==> config.mk <==
export PLATFORM = sky130hd
export DESIGN_NAME = eso_divider
export DESIGN_NICKNAME = d
export VERILOG_FILES = /design/src/rtl/core/eso_divider.sv
export SDC_FILE = /design/constraint.sdc
export NUM_CORES = 1
export LEC_CHECK = 0
export BUFFER_PORTS_ARGS = -buffer_cell sky130_fd_sc_hd__buf_2
export CAP_MARGIN = 5
export CORE_ASPECT_RATIO = 0.5
export CORE_UTILIZATION = 35
export CTS_CLUSTER_SIZE = 8
export DETAILED_ROUTE_END_ITERATION = 12
export GPL_ROUTABILITY_DRIVEN = 0
export PLACE_DENSITY = 0.55
export SETUP_SLACK_MARGIN = 0.02
export SYNTH_ARGS = -nofsm -noshare
export SYNTH_HDL_FRONTEND = slang
export SYNTH_SLANG_ARGS = --single-unit
==> constraint.sdc <==
create_clock -name clock -period 4.3 [get_ports clock]
set_input_delay 0.86 -clock clock [delete_from_list [all_inputs] [get_ports clock]]
set_output_delay 0.86 -clock clock [all_outputs]
set_load 0.03 [all_outputs]
==> src/rtl/core/eso_divider.sv <==
// ----------------------------------------------------------------------------
// Encoder odometer divider
// Restoring unsigned divider, one quotient bit per cycle.
// ----------------------------------------------------------------------------
module eso_divider (
   input  logic        clock,
   input  logic        reset,
   input  logic        start,
   input  logic [63:0] dividend,
   input  logic [47:0] divisor,
   output logic        done,
   output logic [63:0] quotient
);
   logic [63:0] quo_ff, quo_in;
   logic [48:0] rem_ff, rem_in;
   logic [6:0]  cnt_ff, cnt_in;
   logic        busy_ff, busy_in;
   logic        done_ff, done_in;
   logic [48:0] trial;

   assign trial = {rem_ff[47:0], quo_ff[63]};

   always_comb begin
      quo_in  = quo_ff;
      rem_in  = rem_ff;
      cnt_in  = cnt_ff;
      busy_in = busy_ff;
      done_in = 1'b0;
      if (start) begin
         quo_in  = dividend;
         rem_in  = '0;
         cnt_in  = 7'd64;
         busy_in = 1'b1;
      end else if (busy_ff) begin
         if (trial >= {1'b0, divisor}) begin
            rem_in = trial - {1'b0, divisor};
            quo_in = {quo_ff[62:0], 1'b1};
         end else begin
            rem_in = trial;
            quo_in = {quo_ff[62:0], 1'b0};
         end
         cnt_in = cnt_ff - 7'd1;
         if (cnt_ff == 7'd1) begin
            busy_in = 1'b0;
            done_in = 1'b1;
         end
      end
   end

   always_ff @(posedge clock) begin
      if (reset) begin
         busy_ff <= 1'b0;
         done_ff <= 1'b0;
         cnt_ff  <= '0;
      end else begin
         busy_ff <= busy_in;
         done_ff <= done_in;
         cnt_ff  <= cnt_in;
      end
      quo_ff <= quo_in;
      rem_ff <= rem_in;
   end

   assign done     = done_ff;
   assign quotient = quo_ff;
endmodule

==> impl_summary.txt, run 1 <==
----------------------------------------------------
[Drt]
  # DRC ... 0
  Routed Antenna Nets ... 0
  Vias per cell ... ~5.3
  Starting DRC count in detailed routing ... about 400
  Final routed wirelength across all metal layers ... 23400 microns
  Wirelength per Cell ... 16.6 microns
  Drt pass-1 iters ... 7
  Number of vias after detailed routing ... ~7400

[Timing]
  Setup Viol. Count Final ... 0
  Transition time at the pin with the least slew margin ... 0.829 ns
  Setup repair after global routing missed its margin ... false
  Slew Limit Fails ... 0
  Peak clock frequency supported by timing ... around 0.28 GHz
  Clock period minus worst slack ... 3.60 ns
  Final Hold Viols ... 0
  Final Cycle Share ... 0.838
  Max Clock Skew ... about 0.0078 ns
  Final-layout setup total negative slack ... 0 ns
  Worst rel slew slack ... 0.447

[GRT]
  Pin count of the biggest net entering global routing ... 71
  Vias in the first global route ... 7197
  Number of antenna violations at the first check in global routing ... 3
  Overall Global Routing Usage ... 0.198
  Global-route congestion overflow total ... 0
  Wire length of the first global-routing pass ... 37400 microns

[Synth]
  Synthesized cell area ... 8270 sq um
  Total nets after synthesis ... 1090
  Fraction of the yosys area taken by sequential cells ... 0.370
  Number of warnings reported in the yosys synthesis log ... 0
  Count of flip-flops with a built-in enable after synthesis ... between 60 and 70
  Share of the synthesized area in the top cell type ... 0.232
  Post-synthesis instance total ... 924
  Cell types with the largest area share after synthesis ... edfxtp_1, dfxtp_1, mux2_2
  Count of distinct cell types in the synthesized netlist ... 69
  Top flip-flop cell by instance count after synthesis ... edfxtp_1
  Mean Syn Cell Area ... roughly 9 sq um
  Async SR Flop Fraction ... 0
  Leading area contributor after synthesis ... edfxtp_1
  FF+latch count, synth ... 121

[Layout]
  Number of fill cells in the layout ... between 2000 and 2500
  Area delta synth->final ... 21.4%
  Sequential cell area ... between 3000 and 4000 sq um
  Combined area of the multi-input logic cells ... 4750 sq um
  Non-Filler Cell Area, Final ... 10000 sq um
  Share of cells above drive strength 1 ... 0.278
  Layout net count ... 1251
  Leading cell types in the layout, fill and taps excluded ... buf_2, nand2_1, nor2_1
  Leading cell type in the layout, fill and taps excluded ... buf_2

[Floorplanning]
  Total number of placement rows ... 39
  DIE AREA ... 24300 sq um
  Initial Util ... 0.360
  X dimension of the die ... ~220 microns
  Num ports ... 180
  Vert. Die Dim ... 111 microns
  Area inside the core boundary ... about 23000 sq um

[Worst setup path]
  Critical path arrival ... 3.95 ns
  Startpoint Class ... input pin
  Endpoint required time on the critical path ... roughly 4.7 ns
  Worst Path Max Fanout ... 16
  WS Path Type ... in -> reg
  Worst Setup End Kind ... flop

[Clocking]
  Count of clock tree sinks ... 121
  Buffers from clock root to sink, at most ... 2
  Num CTS Buffers ... 17
  Post-CTS Setup Bufs ... 0
  CTS tree ... done
  CTS root buf ... clkbuf_16
  Clock transition at the registers of the reported paths ... around 0.060 ns
  CTS H-tree depth ... 4
  Hold buffer count at cts ... 0
  Resized Gates After CTS ... 0
  Clock insertion delay at the later pin of the skew report ... between 0.4 and 0.5 ns

[Placed design]
  Quantity of I/O buffers inserted on ports ... 179
  Placed wire-length estimate after detailed placement ... 17500 microns
  Placed cell area ... approximately 9500 sq um

[Hold path]
  Worst hold-check path type ... reg -> reg

[Power and ir drop]
  Pleak ... 0.00434 uW
  VDD IR-drop max ... 0.239 mV
  Power per cell area ... around 380 nW/um^2

[Run status]
  Status ... finished clean

[Job]
  # Max-Cap Violations ... 0

----------------------------------------------------
final timing paths:
kind / start / endpoint / slack (ns) / depth (start not counted)
max: divisor[38] / rem_ff[9] / 0.70 / 13
max reg2reg: rem_ff[37] / rem_ff[9] / 0.90 / 11
min reg2reg: rem_ff[1] / rem_ff[1] / 0.49 / 2
min: rem_ff[1] / rem_ff[1] / 0.49 / 2
per-stage QoR:
step / cells / hold slack (ns) / worst slack, ns / util / power (uW)
after floorplan: 924 / 0.458 / 0.860 / - / 2120
after global routing: 1405 / 0.520 / 0.522 / 0.437 / 3970
after detailed placement: 1373 / 0.481 / 0.289 / 0.412 / 2400
after global placement: 1373 / 0.477 / 0.391 / 0.412 / 2400
final: 1407 / 0.488 / 0.697 / 0.437 / 3770
after CTS: 1405 / 0.488 / 0.765 / 0.437 / 3810
kinds of logic after synthesis:
logic type	count (synthesis)	share of synthesized area
adder cells (fa/ha/maj)	51	0.0781
XOR/XNOR	41	0.0434
flip-flops	121	0.370
multiplexers	70	0.0949
AO/OA/AOI/OAI	231	0.199
buffers and inverters	118	0.0552
AND/OR/NAND/NOR	292	0.159
critical path, stage by stage:
cell and delay (ns):
buf_2 0.07, inv_1 0.03, ha_1 0.37, a21oi_1 0.21, o21a_1 0.16, o21ai_0 0.10
a21o_1 0.20, a221o_1 0.40, a21o_1 0.25, nor2_2 0.62, buf_4 0.32, nand2_1 0.07
a311oi_1 0.27
report_power, final:
group	internal, uW	switching, uW
combinational	380	593
sequential	1340	72.3
clock	825	565
layer usage:
layer	share of wire	global-route usage
met2	0.44	0.301
met4	0.016	0.0648
met5	0.0012	0
met1	0.47	0.261
met3	0.072	0.0691
flip-flops by register name (all words and copies together), names as in the netlist:
name,count
rem_ff,48
done,1
busy_ff,1
quotient,64
cnt_ff,7
final cells by class:
| class | instances | area share |
|---|---|---|
| multi-input cells | 685 | 0.473 |
| flip-flops and latches | 121 | 0.305 |
| repair buffers | 192 | 0.102 |
| clock buffers | 22 | 0.0462 |
| well taps | 307 | 0.0383 |
| inverters | 68 | 0.0254 |
| clock inverters | 10 | 0.00959 |
| diodes | 2 | 0.000498 |
cell usage after synthesis (all sizes together), types with 5 or more instances:
master and number:
or2 5, nand2b 6, xnor2 27, o21bai 15, clkbuf 41, a21oi 57
buf 9, nand2 113, inv 68, o21ai 32, o22ai 5, nor2 84
a21o 19, a211oi 10, nor2b 6, o21a 10, xor2 14, nand3 19
nand4 17, o31ai 7, or3 6, ha 50, edfxtp 64, nor3 15
o211ai 7, a311oi 35, mux2 67, dfxtp 57
Power figures use the tool's default switching activity.
==> inputs of run 2 (changes only) <==
clock period = 3.6 ns   (was 4.3 ns; I/O delays follow)
==> run 2 against run 1 <==
Net effect: non-clock buffer count increased by 48; power rose by 24%; global-route usage increased by 0.46 points; flip-flop and latch count unchanged; clock skew up 0.0025 ns; first-iteration DRC count increased by 2.5%; core utilization up 1.8 points; wire length rose by 1.2%; critical path type unchanged; highest routed layer unchanged.
==> impl_summary.txt, run 2 (synthesis results as in run 1) <==
----------------------------------------------------
[Placed design]
  Placed wire-length estimate after detailed placement ... 18100 microns (+3.5%)
  Quantity of I/O buffers inserted on ports ... 179 (unchanged)
  Post-Place Worst Slack ... -0.0111 ns (-0.300 ns)
  Placed cell area ... 9860 sq um (+4.1%)
  # placed instances ... 1421 (+3.5%)

[Layout]
  Non-Filler Cell Area, Final ... 10500 sq um (+4.1%)
  Number of fill cells in the layout ... 2255 (+0.58%)
  Leading cell types in the layout, fill and taps excluded ... buf_2, nand2_1, nor2_1
  Final std cells w/o fill ... 1454 (+3.3%)
  Share of cells above drive strength 1 ... 0.311 (+0.0329)
  Sequential cell area ... 3060 sq um (unchanged)
  Layout net count ... 1299 (+3.8%)
  Leading cell type in the layout, fill and taps excluded ... buf_2
  Combined area of the multi-input logic cells ... 4750 sq um (unchanged)
  Area delta synth->final ... 26.4%
  Max FFs per register ... 64 (unchanged)

[Timing]
  Clock period minus worst slack ... 3.23 ns
  Setup Viol. Count Final ... 0 (unchanged)
  Worst rel slew slack ... 0.564 (+0.117)
  Slew Limit Fails ... 0 (unchanged)
  Final Hold Viols ... 0 (unchanged)
  Peak clock frequency supported by timing ... 0.310 GHz
  Final Cycle Share ... 0.897
  Worst hold slack ... 0.459 ns (-0.0288 ns)
  Setup repair after global routing missed its margin ... false
  Max Clock Skew ... 0.0103 ns (+0.00252 ns)
  Transition time at the pin with the least slew margin ... 0.646 ns (-0.183 ns)
  Worst-case setup margin in the final layout ... 0.370 ns (-0.327 ns)

[Worst setup path]
  Worst R2R End ... rem_ff[15]
  Worst Path Max Fanout ... 25 (+9)
  Critical path arrival ... 3.58 ns (-0.37 ns)
  Timing startpoint of the critical path ... divisor[9]
  Worst Setup End Kind ... flop
  Startpoint Class ... input pin
  Minimum setup slack among reg-to-reg paths ... 0.41 ns (-0.49 ns)
  Path depth of the worst reg2reg path ... 11 (unchanged)
  Critical Path Sink ... rem_ff[15]
  Origin of the critical flop-to-flop path ... rem_ff[8]
  WS Path Type ... in -> reg
  Endpoint required time on the critical path ... 3.95 ns (-0.70 ns)

[Clocking]
  Num CTS Buffers ... 17 (unchanged)
  Clock transition at the registers of the reported paths ... 0.06 ns (about the same)
  Post-CTS Setup Bufs ... 0 (unchanged)
  CTS root buf ... clkbuf_16
  Count of clock tree sinks ... 121 (unchanged)
  Hold buffer count at cts ... 0 (unchanged)
  Buffers from clock root to sink, at most ... 2 (unchanged)
  Clock insertion delay at the later pin of the skew report ... 0.44 ns (about the same)
  CTS H-tree depth ... 4 (unchanged)
  Resized Gates After CTS ... 0 (unchanged)
  CTS tree ... done

[GRT]
  Overall Global Routing Usage ... 0.203 (+0.00462)
  Wire length of the first global-routing pass ... 38500 microns (+2.8%)
  Global-route congestion overflow total ... 0 (unchanged)
  Vias in the first global route ... 7544 (+4.8%)
  Number of antenna violations at the first check in global routing ... 2 (-1)
  Pin count of the biggest net entering global routing ... 66 (-7.0%)

[Floorplanning]
  DIE AREA ... 24300 sq um (unchanged)
  Area inside the core boundary ... 23000 sq um (unchanged)
  X dimension of the die ... 219 microns (unchanged)
  Vert. Die Dim ... 111 microns (unchanged)
  Initial Util ... 0.360 (unchanged)
  Total number of placement rows ... 39 (unchanged)
  Num ports ... 180 (unchanged)

[Drt]
  Vias per cell ... 5.21 (-0.93%)
  Routed Antenna Nets ... 0 (unchanged)
  Number of vias after detailed routing ... 7573 (+2.4%)
  Final routed wirelength across all metal layers ... 23700 microns (+1.2%)
  Drt pass-1 iters ... 5 (-2)
  Starting DRC count in detailed routing ... 406 (+2.5%)
  Wirelength per Cell ... 16.3 microns (-2.0%)
  # DRC ... 0 (unchanged)

[Hold path]
  Worst hold-check path type ... in -> reg

[Power and ir drop]
  Power per cell area ... 448 nW/um^2 (+19%)
  Pleak ... 0.00461 uW (+6.4%)
  VDD IR-drop max ... 0.270 mV (+13%)
  Overall power after layout ... 4680 uW (+24%)

[Job]
  # Max-Cap Violations ... 0 (unchanged)

[Run status]
  Status ... finished clean

----------------------------------------------------
## run 2: layer usage
| metal | GRT usage | share of wire | wire, microns |
|---|---|---|---|
| met4 | 0.0606 | 0.011 | 261 |
| met2 | 0.319 | 0.46 | 10800 |
| met3 | 0.0626 | 0.060 | 1430 |
| met1 | 0.265 | 0.47 | 11100 |
| met5 | 0 | 0.00055 | 13 |
## run 2: worst min-delay path by stage
stage	startpoint	endpoint	slack, ns	depth (start not counted)
5_1_grt	reset	busy_ff	0.45	2
2_1_floorplan	rem_ff[1]	rem_ff[1]	0.46	2
3_5_place_dp	cnt_ff[1]	cnt_ff[1]	0.48	2
4_1_cts	reset	busy_ff	0.43	2
3_3_place_gp	cnt_ff[1]	cnt_ff[1]	0.48	2
6_report	reset	busy_ff	0.46	2
## run 2: critical path, stage by stage
cell and delay (ns):
buf_2 0.08, inv_1 0.04, ha_1 0.31, nand4_1 0.15, or3_1 0.40, a21o_1 0.21, a2111oi_4 0.44, o21bai_2 0.17
a21bo_2 0.24, nand2_1 0.19, buf_12 0.22, nand3_1 0.11, a311oi_1 0.28
## run 2: through the flow
stage / util / TNS (ns)
floorplan: - / 0
global placement: 0.429 / -0.0378
detailed placement: 0.429 / -0.0271
CTS: 0.455 / 0
global route: 0.455 / 0
finish: 0.455 / 0
## run 2: area by class of cell
type	instances	share of cell area
diodes	1	0.000239
clock buffers	17	0.0407
clock inverters	15	0.0158
inverters	68	0.0244
multi-input cells	685	0.454
flip-flops and latches	121	0.293
well taps	307	0.0367
repair buffers	240	0.135
## run 2: report_power, final
part,internal [uW],switching [uW]
sequential,1600,87.0
combinational,511,722
clock,1030,729
total,3140,1540
==> inputs of run 3 (changes only) <==
ABC_AREA = 1   (was default)
CORE_UTILIZATION = 53   (was 35)
PLACE_DENSITY = 0.77   (was 0.55)
==> run 3 against run 2 <==
Net effect: flip-flop and latch count unchanged; maximum frequency increased by 12%; critical endpoint is now rem_ff[7]; non-clock buffer count decreased by 54; critical path type unchanged.
==> impl_summary.txt, run 3 <==
----------------------------------------------------
[Synth]
  Async SR Flop Fraction ... 0 (unchanged)
  Number of warnings reported in the yosys synthesis log ... 0 (unchanged)
  Share of the synthesized area in the top cell type ... 0.272 (+0.0397)
  Top flip-flop cell by instance count after synthesis ... edfxtp_1
  Fraction of the yosys area taken by sequential cells ... 0.314 (-0.0564)
  Leading area contributor after synthesis ... nand2_1
  Count of distinct cell types in the synthesized netlist ... 36 (-48%)
  Commonest cells in the synthesized netlist ... nand2_1, inv_1, nand3_1
  Post-synthesis instance total ... 1603 (+73%)
  FF+latch count, synth ... 121 (unchanged)
  Mean Syn Cell Area ... 6.08 sq um (-32%)
  Cell types with the largest area share after synthesis ... nand2_1, edfxtp_1, dfxtp_1
  Count of flip-flops with a built-in enable after synthesis ... 64 (unchanged)
  Total nets after synthesis ... 1769 (+62%)
  Leading cell type by number of instances after synthesis ... nand2_1
  Synthesized cell area ... 9750 sq um (+18%)

[Worst setup path]
  Kind of cell adding the most delay to the critical path ... simple AND/OR/NAND/NOR gates
  Critical path arrival ... 3.16 ns (-0.42 ns)
  Worst Setup End Kind ... flop
  Minimum setup slack among reg-to-reg paths ... 0.79 ns (+0.38 ns)
  Top cell by count, worst path ... nand2_1
  Standard cell with the maximum stage delay on the critical path ... nand2_4
  Path depth of the worst reg2reg path ... 12 (+1)
  Worst R2R End ... rem_ff[7]
  Origin of the critical flop-to-flop path ... rem_ff[32]
  Startpoint Class ... input pin
  Endpoint required time on the critical path ... 3.88 ns (-0.07 ns)
  Buffers and inverters on the worst path ... 4 (+1)
  Worst Path Max Fanout ... 48 (+92%)
  Series of cell instances along the critical path ... buf_2 -> inv_1 -> ha_1 -> nand2_1 -> nor2_1 -> nand2_1 -> inv_2 -> nand2_1 -> clkinv_1 -> nand3_4 -> nand2_4 -> nand2_1 -> nand3_1 -> o21ai_0
  WS Path Type ... in -> reg
  Crit path largest cell delay ... 0.53 ns (+0.09 ns)

[Timing]
  Final-layout setup total negative slack ... 0 ns (unchanged)
  Max Clock Skew ... 0.0127 ns (+0.00243 ns)
  Clock period minus worst slack ... 2.88 ns (-0.350 ns)
  Peak clock frequency supported by timing ... 0.347 GHz (+12%)
  Slew Limit Fails ... 0 (unchanged)
  Transition time at the pin with the least slew margin ... 1.19 ns (+0.544 ns)
  Final Hold Viols ... 0 (unchanged)
  Setup repair after global routing missed its margin ... false
  Setup Viol. Count Final ... 0 (unchanged)
  Worst rel slew slack ... 0.205 (-0.359)
  Final Cycle Share ... 0.800 (-0.0973)

[Placed design]
  Placed wire-length estimate after detailed placement ... 21700 microns (+20%)
  Quantity of I/O buffers inserted on ports ... 179 (unchanged)

[Drt]
  Routed Antenna Nets ... 0 (unchanged)
  Number of vias after detailed routing ... 10300 (+36%)
  Final routed wirelength across all metal layers ... 28100 microns (+18%)
  Drt pass-1 iters ... 6 (+1)
  # DRC ... 0 (unchanged)
  Vias per cell ... 5.11 (-1.9%)
  Starting DRC count in detailed routing ... 886 (+120%)
  Wirelength per Cell ... 13.9 microns (-15%)

[Clocking]
  Buffers from clock root to sink, at most ... 2 (unchanged)
  Num CTS Buffers ... 17 (unchanged)
  Clock transition at the registers of the reported paths ... 0.06 ns (about the same)
  CTS H-tree depth ... 4 (unchanged)
  Post-CTS Setup Bufs ... 0 (unchanged)
  Clock insertion delay at the later pin of the skew report ... 0.43 ns (about the same)
  Count of clock tree sinks ... 121 (unchanged)
  Hold buffer count at cts ... 0 (unchanged)
  CTS tree ... done
  Resized Gates After CTS ... 0 (unchanged)
  CTS root buf ... clkbuf_16

[Floorplanning]
  Vert. Die Dim ... 97.9 microns (-12%)
  Total number of placement rows ... 34 (-13%)
  Num ports ... 180 (unchanged)
  Area inside the core boundary ... 17700 sq um (-23%)
  DIE AREA ... 19000 sq um (-22%)
  Initial Util ... 0.551 (+0.191)
  X dimension of the die ... 194 microns (-12%)

[Hold path]
  Worst hold-check path type ... reg -> reg
  Hold path startpoint ... rem_ff[29]
  WHS Path Cells ... 2 (unchanged)
  End of the worst hold path ... rem_ff[29]

[GRT]
  Global-route congestion overflow total ... 0 (unchanged)
  Overall Global Routing Usage ... 0.299 (+0.0961)
  Wire length of the first global-routing pass ... 45600 microns (+19%)
  Vias in the first global route ... 9499 (+26%)
  Number of antenna violations at the first check in global routing ... 2 (unchanged)
  Pin count of the biggest net entering global routing ... 56 (-15%)

[Job]
  # Max-Cap Violations ... 0 (unchanged)

[Layout]
  Max FFs per register ... 64 (unchanged)
  Share of cells above drive strength 1 ... 0.142 (-0.169)
  Sequential cell area ... 3060 sq um (about the same)
  Leading cell type in the layout, fill and taps excluded ... nand2_1
  Leading cell types in the layout, fill and taps excluded ... nand2_1, inv_1, buf_2
  Number of fill cells in the layout ... 1700 (-25%)
  Area delta synth->final ... 16.7%
  Layout net count ... 1936 (+49%)
  Combined area of the multi-input logic cells ... 5320 sq um (+12%)

[Power and ir drop]
  Power per cell area ... 347 nW/um^2 (-22%)
  Pleak ... 0.00657 uW (+42%)
  VDD IR-drop max ... 0.407 mV (+51%)
  Overall power after layout ... 3950 uW (-16%)

[Run status]
  Status ... finished clean

----------------------------------------------------
run 3: layout make-up:
type                       count  share of cell area
multi-input combinational   1130               0.467
sequential                   121               0.269
inverter                     314               0.104
timing repair buffer         186              0.0844
clock buffer                  18              0.0377
tap                          234              0.0257
clock inverter                14              0.0121
antenna                        1            0.000220
run 3: worst max path at each step:
stage / startpoint / depth (start not counted) / slack [ns] / endpoint
floorplan: start / 3 / 0.36 / quotient[0]
global placement: divisor[17] / 14 / 0.56 / rem_ff[4]
detailed placement: divisor[33] / 14 / 0.42 / rem_ff[6]
CTS: divisor[33] / 14 / 0.86 / rem_ff[6]
global route: divisor[33] / 14 / 0.55 / rem_ff[7]
finish: divisor[33] / 14 / 0.72 / rem_ff[7]
run 3: stage by stage:
| step | cell area, sq um | setup WS, ns | cells | hold WS (ns) | utilization |
|---|---|---|---|---|---|
| after global routing | 11400 | 0.552 | 2017 | 0.474 | 0.643 |
| final | 11400 | 0.720 | 2018 | 0.468 | 0.643 |
| after global placement | 10800 | 0.558 | 1985 | 0.453 | 0.611 |
| after detailed placement | 10800 | 0.420 | 1985 | 0.456 | 0.611 |
| after CTS | 11400 | 0.857 | 2017 | 0.467 | 0.643 |
| after floorplan | 9750 | 0.360 | 1603 | 0.431 | - |
run 3: per-layer routing:
metal / vias up / GRT usage / part of all wire
li1: 5205 / - / -
met1: 4604 / 0.393 / 0.44
met2: 444 / 0.498 / 0.44
met3: 58 / 0.0718 / 0.097
met4: 4 / 0.0696 / 0.016
met5: - / 0 / 0.0011
run 3: kinds of logic after synthesis:
kind of cell | count (synthesis) | share of synthesized area
AO/OA/AOI/OAI | 70 | 0.0384
flip-flops | 121 | 0.314
adder cells (fa/ha/maj) | 51 | 0.0662
XOR/XNOR | 24 | 0.0216
AND/OR/NAND/NOR | 985 | 0.418
buffers and inverters | 352 | 0.142
run 3: tightest hold or removal path, delay by kind of cell, from the launching register on:
kind	cells	cell delay [ns]
flops	1	0.32
simple gates	2	0.10
run 3: where the power goes:
part	switching (uW)	internal (uW)
clock	728	966
combinational	454	202
sequential	43.8	1560
